$ cat src/design/dtte_pkg.sv
// Package for the date-time text to epoch nanoseconds block.
// Holds field widths, conversion constants, command struct and lookup functions.
// No dependencies.
package dtte_pkg;

  localparam int CHAR_W  = 8;
  localparam int EPOCH_W = 64;
  localparam int STAT_W  = 2;
  localparam int ZONE_W  = 17;

  // Parse field widths
  localparam int YEAR_W  = 14;
  localparam int FIELD_W = 7;
  localparam int FRAC_W  = 30;
  localparam int PHASE_W = 4;
  localparam int COUNT_W = 4;

  // Conversion widths
  localparam int T365_W = 22;
  localparam int DAYS_W = 22;
  localparam int DOY_W  = 9;
  localparam int TOD_W  = 19;
  localparam int SECS_W = 40;
  localparam int HALF_W = 20;

  // Parse phases
  localparam logic [PHASE_W-1:0] PH_YEAR   = 4'd0;
  localparam logic [PHASE_W-1:0] PH_MONTH  = 4'd1;
  localparam logic [PHASE_W-1:0] PH_DAY    = 4'd2;
  localparam logic [PHASE_W-1:0] PH_HOUR   = 4'd3;
  localparam logic [PHASE_W-1:0] PH_MINUTE = 4'd4;
  localparam logic [PHASE_W-1:0] PH_SECOND = 4'd5;
  localparam logic [PHASE_W-1:0] PH_FRAC   = 4'd6;

  localparam logic [COUNT_W-1:0] YEAR_DIGITS_MAX = 4'd4;
  localparam logic [COUNT_W-1:0] FIELD_DIGITS    = 4'd2;
  localparam logic [COUNT_W-1:0] FRAC_DIGITS     = 4'd9;

  // Status codes
  localparam logic [STAT_W-1:0] ST_OK     = 2'd0;
  localparam logic [STAT_W-1:0] ST_FORMAT = 2'd1;
  localparam logic [STAT_W-1:0] ST_RANGE  = 2'd2;

  // Arithmetic constants
  localparam logic [29:0] NS_PER_SEC  = 30'd1000000000;
  localparam logic [16:0] SEC_PER_DAY = 17'd86400;
  localparam logic [19:0] DAY_OFS     = 20'd719468;
  localparam logic [8:0]  DAYS_YEAR   = 9'd365;
  localparam logic [12:0] RECIP100    = 13'd5243;
  localparam int          RECIP_SHIFT = 19;
  localparam logic [13:0] YEAR_MIN    = 14'd1970;

  typedef struct packed {
    logic consume;
    logic capture;
    logic calc_days;
    logic calc_secs;
    logic mul_lo;
    logic load_out;
  } dtte_cmd_t;

  // Separator that closes each field
  function automatic logic [CHAR_W-1:0] sep_char(input logic [PHASE_W-1:0] ph);
    logic [CHAR_W-1:0] c;
    unique case (ph)
      PH_YEAR, PH_MONTH:   c = 8'h2D;  // '-'
      PH_DAY:              c = 8'h20;  // ' '
      PH_HOUR, PH_MINUTE:  c = 8'h3A;  // ':'
      default:             c = 8'h2E;  // '.'
    endcase
    return c;
  endfunction

  // Place value of the fraction digit at position k (0 is tenths)
  function automatic logic [26:0] frac_weight(input logic [COUNT_W-1:0] k);
    logic [26:0] w;
    case (k)
      4'd0:    w = 27'd100000000;
      4'd1:    w = 27'd10000000;
      4'd2:    w = 27'd1000000;
      4'd3:    w = 27'd100000;
      4'd4:    w = 27'd10000;
      4'd5:    w = 27'd1000;
      4'd6:    w = 27'd100;
      4'd7:    w = 27'd10;
      4'd8:    w = 27'd1;
      default: w = 27'd0;
    endcase
    return w;
  endfunction

  // Days from March 1 to the first of the month, month counted from March
  function automatic logic [DOY_W-1:0] doy_base(input logic [FIELD_W-1:0] mp);
    logic [DOY_W-1:0] b;
    case (mp)
      7'd0:    b = 9'd0;
      7'd1:    b = 9'd31;
      7'd2:    b = 9'd61;
      7'd3:    b = 9'd92;
      7'd4:    b = 9'd122;
      7'd5:    b = 9'd153;
      7'd6:    b = 9'd184;
      7'd7:    b = 9'd214;
      7'd8:    b = 9'd245;
      7'd9:    b = 9'd275;
      7'd10:   b = 9'd306;
      7'd11:   b = 9'd337;
      default: b = 9'd0;
    endcase
    return b;
  endfunction

endpackage

$ cat src/design/dtte_in_if.sv
// Character input channel: valid/ready handshake with one text character.
// Depends on dtte_pkg.
interface dtte_in_if;
  logic                          valid;
  logic                          ready;
  logic [dtte_pkg::CHAR_W-1:0]   char_code;
  logic                          end_of_text;

  modport source (output valid, output char_code, output end_of_text, input ready);
  modport sink   (input valid, input char_code, input end_of_text, output ready);
endinterface

$ cat src/design/dtte_out_if.sv
// Result channel: valid/ready handshake with epoch nanoseconds and status.
// Depends on dtte_pkg.
interface dtte_out_if;
  logic                                valid;
  logic                                ready;
  logic signed [dtte_pkg::EPOCH_W-1:0] epoch_ns;
  logic [dtte_pkg::STAT_W-1:0]         status;

  modport source (output valid, output epoch_ns, output status, input ready);
  modport sink   (input valid, input epoch_ns, input status, output ready);
endinterface

$ cat src/design/dtte_cfg_if.sv
// Configuration write channel: valid/ready handshake with the zone offset.
// Depends on dtte_pkg.
interface dtte_cfg_if;
  logic                               valid;
  logic                               ready;
  logic signed [dtte_pkg::ZONE_W-1:0] zone_offset_seconds;

  modport source (output valid, output zone_offset_seconds, input ready);
  modport sink   (input valid, input zone_offset_seconds, output ready);
endinterface

$ cat src/design/datetime_text_to_epoch_ns.sv
// Top level of the date-time text to epoch nanoseconds block.
// Depends on dtte_pkg, the three channel interfaces, dtte_ctrl and dtte_dp.
//
// Feed the text "YYYY-MM-DD HH:MM:SS[.fraction]" one character per
// transaction, with end_of_text set on the last one. in_ready stays high
// for every character except the last. The last character starts the
// conversion (capture and range check, days since 1970, seconds with the
// zone offset, then the low and high halves of the nanosecond multiply, each
// a 20 bit by 30 bit product); in_ready stays low until it is done. If the
// previous result has not been taken yet, the last conversion step waits for
// it. Each timestamp gives exactly one result transaction; epoch_ns is zero
// unless status is 0.
// Write zone_offset_seconds only while no timestamp is in flight.
module datetime_text_to_epoch_ns (
  input  logic       clk,
  input  logic       rst_n,
  dtte_in_if.sink    in_ch,
  dtte_out_if.source out_ch,
  dtte_cfg_if.sink   cfg_ch
);
  import dtte_pkg::*;

  dtte_cmd_t cmd;

  // Config writes are always taken
  assign cfg_ch.ready = 1'b1;

  dtte_ctrl u_ctrl (
    .clk       (clk),
    .rst_n     (rst_n),
    .in_valid  (in_ch.valid),
    .in_end    (in_ch.end_of_text),
    .in_ready  (in_ch.ready),
    .out_ready (out_ch.ready),
    .out_valid (out_ch.valid),
    .cmd       (cmd)
  );

  dtte_dp u_dp (
    .clk       (clk),
    .rst_n     (rst_n),
    .cmd       (cmd),
    .char_code (in_ch.char_code),
    .cfg_we    (cfg_ch.valid),
    .cfg_zone  (cfg_ch.zone_offset_seconds),
    .epoch_ns  (out_ch.epoch_ns),
    .status    (out_ch.status)
  );

endmodule

$ cat src/design/dtte_ctrl.sv
// Controller: sequences character parsing and the five-step epoch conversion.
// Owns the output valid flag. Depends on dtte_pkg.
module dtte_ctrl (
  input  logic                clk,
  input  logic                rst_n,
  input  logic                in_valid,
  input  logic                in_end,
  output logic                in_ready,
  input  logic                out_ready,
  output logic                out_valid,
  output dtte_pkg::dtte_cmd_t cmd
);
  import dtte_pkg::*;

  localparam logic [2:0] S_PARSE = 3'd0;
  localparam logic [2:0] S_CAPT  = 3'd1;
  localparam logic [2:0] S_DAYS  = 3'd2;
  localparam logic [2:0] S_SECS  = 3'd3;
  localparam logic [2:0] S_MULLO = 3'd4;
  localparam logic [2:0] S_MULHI = 3'd5;

  logic [2:0] state_r, state_nxt;
  logic       out_valid_r, out_valid_nxt;

  // Decode commands from the current step
  always_comb begin
    cmd.consume   = (state_r == S_PARSE) && in_valid;
    cmd.capture   = (state_r == S_CAPT);
    cmd.calc_days = (state_r == S_DAYS);
    cmd.calc_secs = (state_r == S_SECS);
    cmd.mul_lo    = (state_r == S_MULLO);
    cmd.load_out  = (state_r == S_MULHI) && (!out_valid_r || out_ready);
  end

  // Advance through the conversion once the last character is taken
  always_comb begin
    state_nxt = state_r;
    unique case (state_r)
      S_PARSE: if (in_valid && in_end) begin
        state_nxt = S_CAPT;
      end
      S_CAPT:  state_nxt = S_DAYS;
      S_DAYS:  state_nxt = S_SECS;
      S_SECS:  state_nxt = S_MULLO;
      S_MULLO: state_nxt = S_MULHI;
      S_MULHI: if (cmd.load_out) begin
        state_nxt = S_PARSE;
      end
      default: state_nxt = S_PARSE;
    endcase
  end

  // Hold the result until the sink takes it
  always_comb begin
    if (cmd.load_out) begin
      out_valid_nxt = 1'b1;
    end else if (out_ready) begin
      out_valid_nxt = 1'b0;
    end else begin
      out_valid_nxt = out_valid_r;
    end
  end

  always_ff @(posedge clk) begin
    if (!rst_n) begin
      state_r     <= S_PARSE;
      out_valid_r <= 1'b0;
    end else begin
      state_r     <= state_nxt;
      out_valid_r <= out_valid_nxt;
    end
  end

  assign in_ready  = (state_r == S_PARSE);
  assign out_valid = out_valid_r;

endmodule

$ cat src/design/dtte_dp.sv
// Datapath: field accumulation, range checks, civil date to days, seconds and
// nanosecond scaling, zone register and result register. Depends on dtte_pkg.
module dtte_dp (
  input  logic                                clk,
  input  logic                                rst_n,
  input  dtte_pkg::dtte_cmd_t                 cmd,
  input  logic [dtte_pkg::CHAR_W-1:0]         char_code,
  input  logic                                cfg_we,
  input  logic signed [dtte_pkg::ZONE_W-1:0]  cfg_zone,
  output logic signed [dtte_pkg::EPOCH_W-1:0] epoch_ns,
  output logic [dtte_pkg::STAT_W-1:0]         status
);
  import dtte_pkg::*;

  // Parse state
  logic [PHASE_W-1:0] phase_r, phase_nxt;
  logic [COUNT_W-1:0] count_r, count_nxt;
  logic [YEAR_W-1:0]  year_r, year_nxt;
  logic [FIELD_W-1:0] month_r, month_nxt;
  logic [FIELD_W-1:0] day_r, day_nxt;
  logic [FIELD_W-1:0] hour_r, hour_nxt;
  logic [FIELD_W-1:0] min_r, min_nxt;
  logic [FIELD_W-1:0] sec_r, sec_nxt;
  logic [FRAC_W-1:0]  frac_r, frac_nxt;
  logic               ferr_r, ferr_nxt;
  logic [ZONE_W-1:0]  zone_r;

  // Conversion registers
  logic [STAT_W-1:0]  stat_r;
  logic [T365_W-1:0]  t365_r;
  logic [11:0]        q4_r;
  logic [6:0]         q100_r;
  logic [DOY_W-1:0]   doy_r;
  logic [TOD_W-1:0]   tod_r;
  logic [FRAC_W-1:0]  fcv_r;
  logic [DAYS_W-1:0]  days_r;
  logic [SECS_W-1:0]  secs_r;
  logic [EPOCH_W-1:0] acc_r;
  logic [EPOCH_W-1:0] epoch_r;
  logic [STAT_W-1:0]  status_r;

  logic               is_digit;
  logic [3:0]         dval;
  logic [COUNT_W-1:0] limit;
  logic [30:0]        frac_sum;

  // Classify the character
  always_comb begin
    is_digit = (char_code >= 8'h30) && (char_code <= 8'h39);
    dval     = char_code[3:0];
    limit    = (phase_r == PH_YEAR) ? YEAR_DIGITS_MAX : FIELD_DIGITS;
    frac_sum = 31'(frac_r) + 31'(dval) * 31'(frac_weight(count_r));
  end

  // Accumulate fields; latch a sticky error on anything malformed
  always_comb begin
    phase_nxt = phase_r;
    count_nxt = count_r;
    year_nxt  = year_r;
    month_nxt = month_r;
    day_nxt   = day_r;
    hour_nxt  = hour_r;
    min_nxt   = min_r;
    sec_nxt   = sec_r;
    frac_nxt  = frac_r;
    ferr_nxt  = ferr_r;
    if (cmd.capture) begin
      phase_nxt = PH_YEAR;
      count_nxt = '0;
      year_nxt  = '0;
      month_nxt = '0;
      day_nxt   = '0;
      hour_nxt  = '0;
      min_nxt   = '0;
      sec_nxt   = '0;
      frac_nxt  = '0;
      ferr_nxt  = 1'b0;
    end else if (cmd.consume && !ferr_r) begin
      if (phase_r < PH_FRAC) begin
        if (is_digit) begin
          if (count_r >= limit) begin
            ferr_nxt = 1'b1;
          end else begin
            count_nxt = count_r + 4'd1;
            case (phase_r)
              PH_YEAR:   year_nxt  = YEAR_W'(year_r * 14'd10 + 14'(dval));
              PH_MONTH:  month_nxt = FIELD_W'(month_r * 7'd10 + 7'(dval));
              PH_DAY:    day_nxt   = FIELD_W'(day_r * 7'd10 + 7'(dval));
              PH_HOUR:   hour_nxt  = FIELD_W'(hour_r * 7'd10 + 7'(dval));
              PH_MINUTE: min_nxt   = FIELD_W'(min_r * 7'd10 + 7'(dval));
              default:   sec_nxt   = FIELD_W'(sec_r * 7'd10 + 7'(dval));
            endcase
          end
        end else if ((char_code == sep_char(phase_r)) && (count_r != '0)) begin
          phase_nxt = phase_r + 4'd1;
          count_nxt = '0;
        end else begin
          ferr_nxt = 1'b1;
        end
      end else if (phase_r == PH_FRAC) begin
        if (!is_digit) begin
          ferr_nxt = 1'b1;
        end else if (count_r < FRAC_DIGITS) begin
          // Weight each digit by its place so short fractions come out padded
          frac_nxt  = frac_sum[FRAC_W-1:0];
          count_nxt = count_r + 4'd1;
        end
      end else begin
        ferr_nxt = 1'b1;
      end
    end
  end

  always_ff @(posedge clk) begin
    if (!rst_n) begin
      phase_r <= PH_YEAR;
      count_r <= '0;
      year_r  <= '0;
      month_r <= '0;
      day_r   <= '0;
      hour_r  <= '0;
      min_r   <= '0;
      sec_r   <= '0;
      frac_r  <= '0;
      ferr_r  <= 1'b0;
      zone_r  <= '0;
    end else begin
      phase_r <= phase_nxt;
      count_r <= count_nxt;
      year_r  <= year_nxt;
      month_r <= month_nxt;
      day_r   <= day_nxt;
      hour_r  <= hour_nxt;
      min_r   <= min_nxt;
      sec_r   <= sec_nxt;
      frac_r  <= frac_nxt;
      ferr_r  <= ferr_nxt;
      if (cfg_we) begin
        zone_r <= cfg_zone;
      end
    end
  end

  // Capture step: status, shifted year, month offset and time of day
  logic               complete;
  logic               in_range;
  logic [YEAR_W-1:0]  yy;
  logic [FIELD_W-1:0] mp;
  logic [26:0]        yy_recip;

  always_comb begin
    complete = ((phase_r == PH_SECOND) || (phase_r == PH_FRAC)) && (count_r != '0);
    in_range = (year_r >= YEAR_MIN) && (month_r >= 7'd1) && (month_r <= 7'd12) &&
               (day_r >= 7'd1) && (day_r <= 7'd31) && (hour_r <= 7'd23) &&
               (min_r <= 7'd59) && (sec_r <= 7'd59);
    yy       = (month_r <= 7'd2) ? year_r - 14'd1 : year_r;
    mp       = (month_r > 7'd2) ? month_r - 7'd3 : month_r + 7'd9;
    yy_recip = 27'(yy) * 27'(RECIP100);
  end

  // Conversion steps, one register stage each
  logic [22:0]          days_sum;
  logic [38:0]          day_secs;
  logic [49:0]          lo_prod;
  logic signed [50:0]   hi_prod;
  logic [EPOCH_W-1:0]   hi_term;

  always_comb begin
    days_sum = 23'(t365_r) + 23'(q4_r) + 23'(q100_r[6:2]) + 23'(doy_r)
             - 23'(q100_r) - 23'(DAY_OFS);
    day_secs = 39'(days_r) * 39'(SEC_PER_DAY);
    lo_prod  = 50'(secs_r[HALF_W-1:0]) * 50'(NS_PER_SEC);
    hi_prod  = $signed(secs_r[SECS_W-1:HALF_W]) * $signed({1'b0, NS_PER_SEC});
    hi_term  = {hi_prod[EPOCH_W-HALF_W-1:0], {HALF_W{1'b0}}};
  end

  always_ff @(posedge clk) begin
    if (cmd.capture) begin
      if (ferr_r || !complete) begin
        stat_r <= ST_FORMAT;
      end else if (!in_range) begin
        stat_r <= ST_RANGE;
      end else begin
        stat_r <= ST_OK;
      end
      t365_r <= T365_W'(22'(yy) * 22'(DAYS_YEAR));
      q4_r   <= yy[YEAR_W-1:2];
      q100_r <= yy_recip[RECIP_SHIFT+6:RECIP_SHIFT];
      doy_r  <= DOY_W'(doy_base(mp) + 9'(day_r) - 9'd1);
      tod_r  <= TOD_W'(19'(hour_r) * 19'd3600 + 19'(min_r) * 19'd60 + 19'(sec_r));
      fcv_r  <= frac_r;
    end
    if (cmd.calc_days) begin
      days_r <= days_sum[DAYS_W-1:0];
    end
    if (cmd.calc_secs) begin
      secs_r <= 40'(day_secs) + 40'(tod_r) - {{(SECS_W-ZONE_W){zone_r[ZONE_W-1]}}, zone_r};
    end
    if (cmd.mul_lo) begin
      acc_r <= 64'(lo_prod) + 64'(fcv_r);
    end
    if (cmd.load_out) begin
      epoch_r  <= (stat_r == ST_OK) ? acc_r + hi_term : '0;
      status_r <= stat_r;
    end
  end

  assign epoch_ns = $signed(epoch_r);
  assign status   = status_r;

endmodule

$ cat src/flat_wrapper.sv
// flat-port wrapper written by rule: the top's interface ports become plain ports
module datetime_text_to_epoch_ns_flat import dtte_pkg::*;
  (clk, rst_n, in_ch_valid, in_ch_char_code, in_ch_end_of_text, in_ch_ready, out_ch_valid, out_ch_epoch_ns, out_ch_status, out_ch_ready, cfg_ch_valid, cfg_ch_zone_offset_seconds, cfg_ch_ready);
  dtte_in_if in_ch_i ();
  dtte_out_if out_ch_i ();
  dtte_cfg_if cfg_ch_i ();
  input  logic clk;
  input  logic rst_n;
  input wire logic [$bits(in_ch_i.valid)-1:0] in_ch_valid;
  input wire logic [$bits(in_ch_i.char_code)-1:0] in_ch_char_code;
  input wire logic [$bits(in_ch_i.end_of_text)-1:0] in_ch_end_of_text;
  output wire logic [$bits(in_ch_i.ready)-1:0] in_ch_ready;
  output wire logic [$bits(out_ch_i.valid)-1:0] out_ch_valid;
  output wire logic [$bits(out_ch_i.epoch_ns)-1:0] out_ch_epoch_ns;
  output wire logic [$bits(out_ch_i.status)-1:0] out_ch_status;
  input wire logic [$bits(out_ch_i.ready)-1:0] out_ch_ready;
  input wire logic [$bits(cfg_ch_i.valid)-1:0] cfg_ch_valid;
  input wire logic [$bits(cfg_ch_i.zone_offset_seconds)-1:0] cfg_ch_zone_offset_seconds;
  output wire logic [$bits(cfg_ch_i.ready)-1:0] cfg_ch_ready;
  assign in_ch_i.valid = in_ch_valid;
  assign in_ch_i.char_code = in_ch_char_code;
  assign in_ch_i.end_of_text = in_ch_end_of_text;
  assign in_ch_ready = in_ch_i.ready;
  assign out_ch_valid = out_ch_i.valid;
  assign out_ch_epoch_ns = out_ch_i.epoch_ns;
  assign out_ch_status = out_ch_i.status;
  assign out_ch_i.ready = out_ch_ready;
  assign cfg_ch_i.valid = cfg_ch_valid;
  assign cfg_ch_i.zone_offset_seconds = cfg_ch_zone_offset_seconds;
  assign cfg_ch_ready = cfg_ch_i.ready;
  datetime_text_to_epoch_ns u_core (.clk(clk), .rst_n(rst_n), .in_ch(in_ch_i), .out_ch(out_ch_i), .cfg_ch(cfg_ch_i));
endmodule
$ cat config.mk
export PLATFORM = sky130hd
export DESIGN_NAME = datetime_text_to_epoch_ns_flat
export DESIGN_NICKNAME = d
export VERILOG_FILES = /design/src/design/dtte_pkg.sv /design/src/design/dtte_in_if.sv /design/src/design/dtte_out_if.sv /design/src/design/dtte_cfg_if.sv /design/src/design/datetime_text_to_epoch_ns.sv /design/src/design/dtte_ctrl.sv /design/src/design/dtte_dp.sv /design/src/flat_wrapper.sv
export SDC_FILE = /design/constraint.sdc
export NUM_CORES = 2
export LEC_CHECK = 0
export ABC_CLOCK_PERIOD_IN_PS = 14200
export CAP_MARGIN = 20
export CELL_PAD_IN_SITES_DETAIL_PLACEMENT = 0
export CELL_PAD_IN_SITES_GLOBAL_PLACEMENT = 1
export CORE_MARGIN = 4
export CORE_UTILIZATION = 30
export CTS_CLUSTER_DIAMETER = 100
export CTS_CLUSTER_SIZE = 14
export DETAILED_ROUTE_END_ITERATION = 16
export DONT_BUFFER_PORTS = 1
export PLACE_DENSITY_LB_ADDON = 0.1
export SLEW_MARGIN = 40
export SYNTH_ARGS = -nofsm -noshare
export SYNTH_HDL_FRONTEND = slang
export SYNTH_SLANG_ARGS = --single-unit
$ cat constraint.sdc
create_clock -name clk -period 14.2 [get_ports clk]
set_input_delay 2.84 -clock clk [delete_from_list [all_inputs] [get_ports clk]]
set_output_delay 2.84 -clock clk [all_outputs]
set_load 0.01 [all_outputs]
==> metrics.txt <==
status=finished, final reports clean; critical path's largest stage delay=690 ps; achievable clock frequency=112 MHz; drc violations=0; CTS tree=done; Post-Synth XOR/XNOR Area=0.0560; Buf/Inv on CP=6; worst hold slack=around 420 ps; Synth Instances=5572; Worst-path clk slew=70 ps; number of enable flip-flop cells after synthesis=280; # resized after CTS=0; main combinational cell family by area after synthesis=adder cells; CP required=14560 ps; setup violators final=0; Worst Max-Slew Pin Slew=820 ps; number of buffers created by CTS=41; synthesized-area fraction occupied by and/or/nand/nor cells=0.0976; final wirelength=~140 mm; Tcrit/Tclk final=0.628; dpl cells=between 7000 and 8000; Clock Path Buffers=3; Worst-Skew Late Latency=630 ps; GP Congestion=0.809; Final ANT Viol Nets=0; share of layout cells above drive strength 1=0.0275; CTS hold repair buffers=0; Post-Syn Nets=7191; Yosys warning count=0; initial antenna violation count=1; mux contribution to synthesized area=0.00737; area delta synth->final=7.91%; Root Buffer=clkbuf_16; row count=156; Clock Sinks=around 400; number of global-route vias before repair=38800; CP arrival=9290 ps; WL/cell=approximately 17 um; critical path type=flop to flop; most frequent cell on the critical path=inv_1; Iter 0 DRT Violations=approximately 1400; critical path's top delay family=adder cells; synthesized area=54700 um^2; Crit. End Element=flop; normalized max-slew margin=0.449; I/O pins=100; RSZ-0062 raised after global routing=false; critical path's slowest cell=nor3_1; final setup TNS=0 ps; HPWL after DPL=118 mm; Final Hold Viols=0; post-CTS setup buffers=0; final core occ=0.326; compound-cell area share of the yosys netlist=0.102; Vias=36100; area of the core=roughly 180000 um^2; Distinct cells, synth=89; fin nets=7184; non-filler cells, final=7968; Max Cap Viol=0; Synth Register Bits=409; crit-path max FO=15; worst hold path type=flop to flop; vias per std cell=4.53; DRT Pass-1 Iters=5; initial core utilization=0.302; Mapped Avg Cell Area=slightly below 10 um^2; Die H=roughly 430 um; first-pass GRT wire length=223 mm; H-Tree Depth=2; GRT overflow=0; crit path time final=about 8900 ps; gr usage total=0.148; clock skew=28.7 ps; asr flop ratio synth=0; Port-buffer cells=0; Top FF cell, synth=edfxtp_1; die area=189000 um^2; largest net degree at the start of global routing=56; register area share after synthesis=0.201; Post-Synth Adder-Cell Area=0.450; fin. max-slew vios=0; Die Span X=435 um; Startpoint Class=flop
==> cell usage in the layout, fill, tap and decap left out, drive strengths merged, types with 10 or more instances in the layout <==
cell / count
a211o: 12
a211oi: 52
a21boi: 12
a21o: 98
a21oi: 298
a31oi: 27
a41oi: 10
and2: 82
and3: 40
buf: 25
clkbuf: 58
dfxtp: 129
edfxtp: 280
fa: 630
ha: 958
inv: 1169
mux2i: 38
nand2: 265
nand2b: 41
nand3: 70
nand4: 30
nor2: 291
nor2b: 59
nor3: 88
nor3b: 23
nor4: 13
o2111ai: 12
o211ai: 29
o21a: 41
o21ai: 145
o21bai: 38
or2: 19
or3: 19
or4: 10
xnor2: 257
xor2: 90
==> worst reg2reg max path: cells and delay by family (launching register included) <==
kind	cells	cell delay, ps
compound gates	9	2160
xor+xnor	2	480
fa+ha+maj	6	2700
buf+inv	6	660
flops	1	460
simple gates	4	2200
==> final timing paths <==
kind | start | to | slack [ps] | cells after the start
worst min register to register | u_core.u_dp.fcv_r[8] | u_core.u_dp.acc_r[8] | 420 | 0
worst min-delay path | u_core.u_dp.fcv_r[8] | u_core.u_dp.acc_r[8] | 420 | 0
worst max-delay path | u_core.u_dp.month_r[1] | u_core.u_dp.q100_r[6] | 5280 | 27
worst max register to register | u_core.u_dp.month_r[1] | u_core.u_dp.q100_r[6] | 5280 | 27
==> layer usage <==
metal  track usage  up-vias  share of wire
met1         0.206    17200           0.49
met4        0.0279        0          0.018
li1              -    18500              -
met5             0        -              0
met2         0.250      278           0.47
met3        0.0144       85          0.020
==> kinds of logic (layout without fill, tap and decap cells) <==
group,after synthesis,in the layout
multiplexers,40,40
buffers and inverters,1238,1262
XOR/XNOR,348,348
other,1,3
AND/OR/NAND/NOR,1081,1081
AO/OA/AOI/OAI,867,867
flip-flops,409,409
adder cells (fa/ha/maj),1588,1588
==> synth_stat cells, drive strengths merged, types with 7 or more instances <==
cell type | number | area share
a2111oi | 9 | 0.0017
a211o | 12 | 0.0019
a211oi | 52 | 0.0071
a21boi | 12 | 0.0016
a21o | 98 | 0.013
a21oi | 298 | 0.027
a31o | 7 | 0.0011
a31oi | 27 | 0.0031
a41oi | 10 | 0.0016
and2 | 82 | 0.0094
and3 | 40 | 0.0046
buf | 17 | 0.0016
clkbuf | 58 | 0.0040
dfxtp | 129 | 0.047
edfxtp | 280 | 0.15
fa | 630 | 0.23
ha | 958 | 0.22
inv | 1163 | 0.080
mux2i | 38 | 0.0070
nand2 | 265 | 0.018
nand2b | 41 | 0.0047
nand3 | 70 | 0.0064
nand3b | 8 | 0.0011
nand4 | 30 | 0.0034
nor2 | 291 | 0.020
nor2b | 59 | 0.0068
nor3 | 88 | 0.0081
nor3b | 23 | 0.0032
nor4 | 13 | 0.0017
nor4b | 8 | 0.0017
o2111ai | 12 | 0.0019
o211ai | 29 | 0.0040
o21a | 41 | 0.0056
o21ai | 145 | 0.014
o21bai | 38 | 0.0053
o311ai | 7 | 0.0011
o31ai | 8 | 0.0011
or2 | 19 | 0.0022
or3 | 19 | 0.0022
or4 | 10 | 0.0014
xnor2 | 257 | 0.041
xor2 | 90 | 0.014
==> through the flow <==
stage | area, um^2 | setup WS (ps)
floorplan | 54700 | 3890
global placement | 57600 | 5060
detailed placement | 57600 | 4920
CTS | 59000 | 4860
global route | 59000 | 4630
finish | 59000 | 5280
==> sequential cells by signal, summed over array words and instances (netlist names), 7 cells and up, named ones only <==
name	cells
u_core.u_dp.day_r	7
u_core.u_dp.zone_r	17
u_core.u_dp.q100_r	7
u_core.u_dp.doy_r	9
u_core.u_dp.secs_r	40
u_core.u_dp.hour_r	7
u_core.u_dp.tod_r	19
u_core.u_dp.fcv_r	30
u_core.u_dp.q4_r	12
u_core.u_dp.days_r	22
u_core.u_dp.sec_r	7
u_core.u_dp.acc_r	51
u_core.u_dp.month_r	7
u_core.u_dp.year_r	14
u_core.u_dp.epoch_ns	64
u_core.u_dp.min_r	7
u_core.u_dp.t365_r	22
u_core.u_dp.frac_r	30
==> cell type report <==
class / count / area (um^2)
Antenna cell: 2 / 5.00
Timing Repair Buffer: 25 / 215
Clock buffer: 58 / 1150
Fill cell: 18800 / 122000
Inverter: 1163 / 4370
Tap cell: 2370 / 2970
Multi-Input combinational cell: 3925 / 39100
Sequential cell: 409 / 11000
Clock inverter: 16 / 178
Power is left out: the tool's default activity adds up to more than one toggle a clock period on the data nets, which glitch-free logic cannot reach.
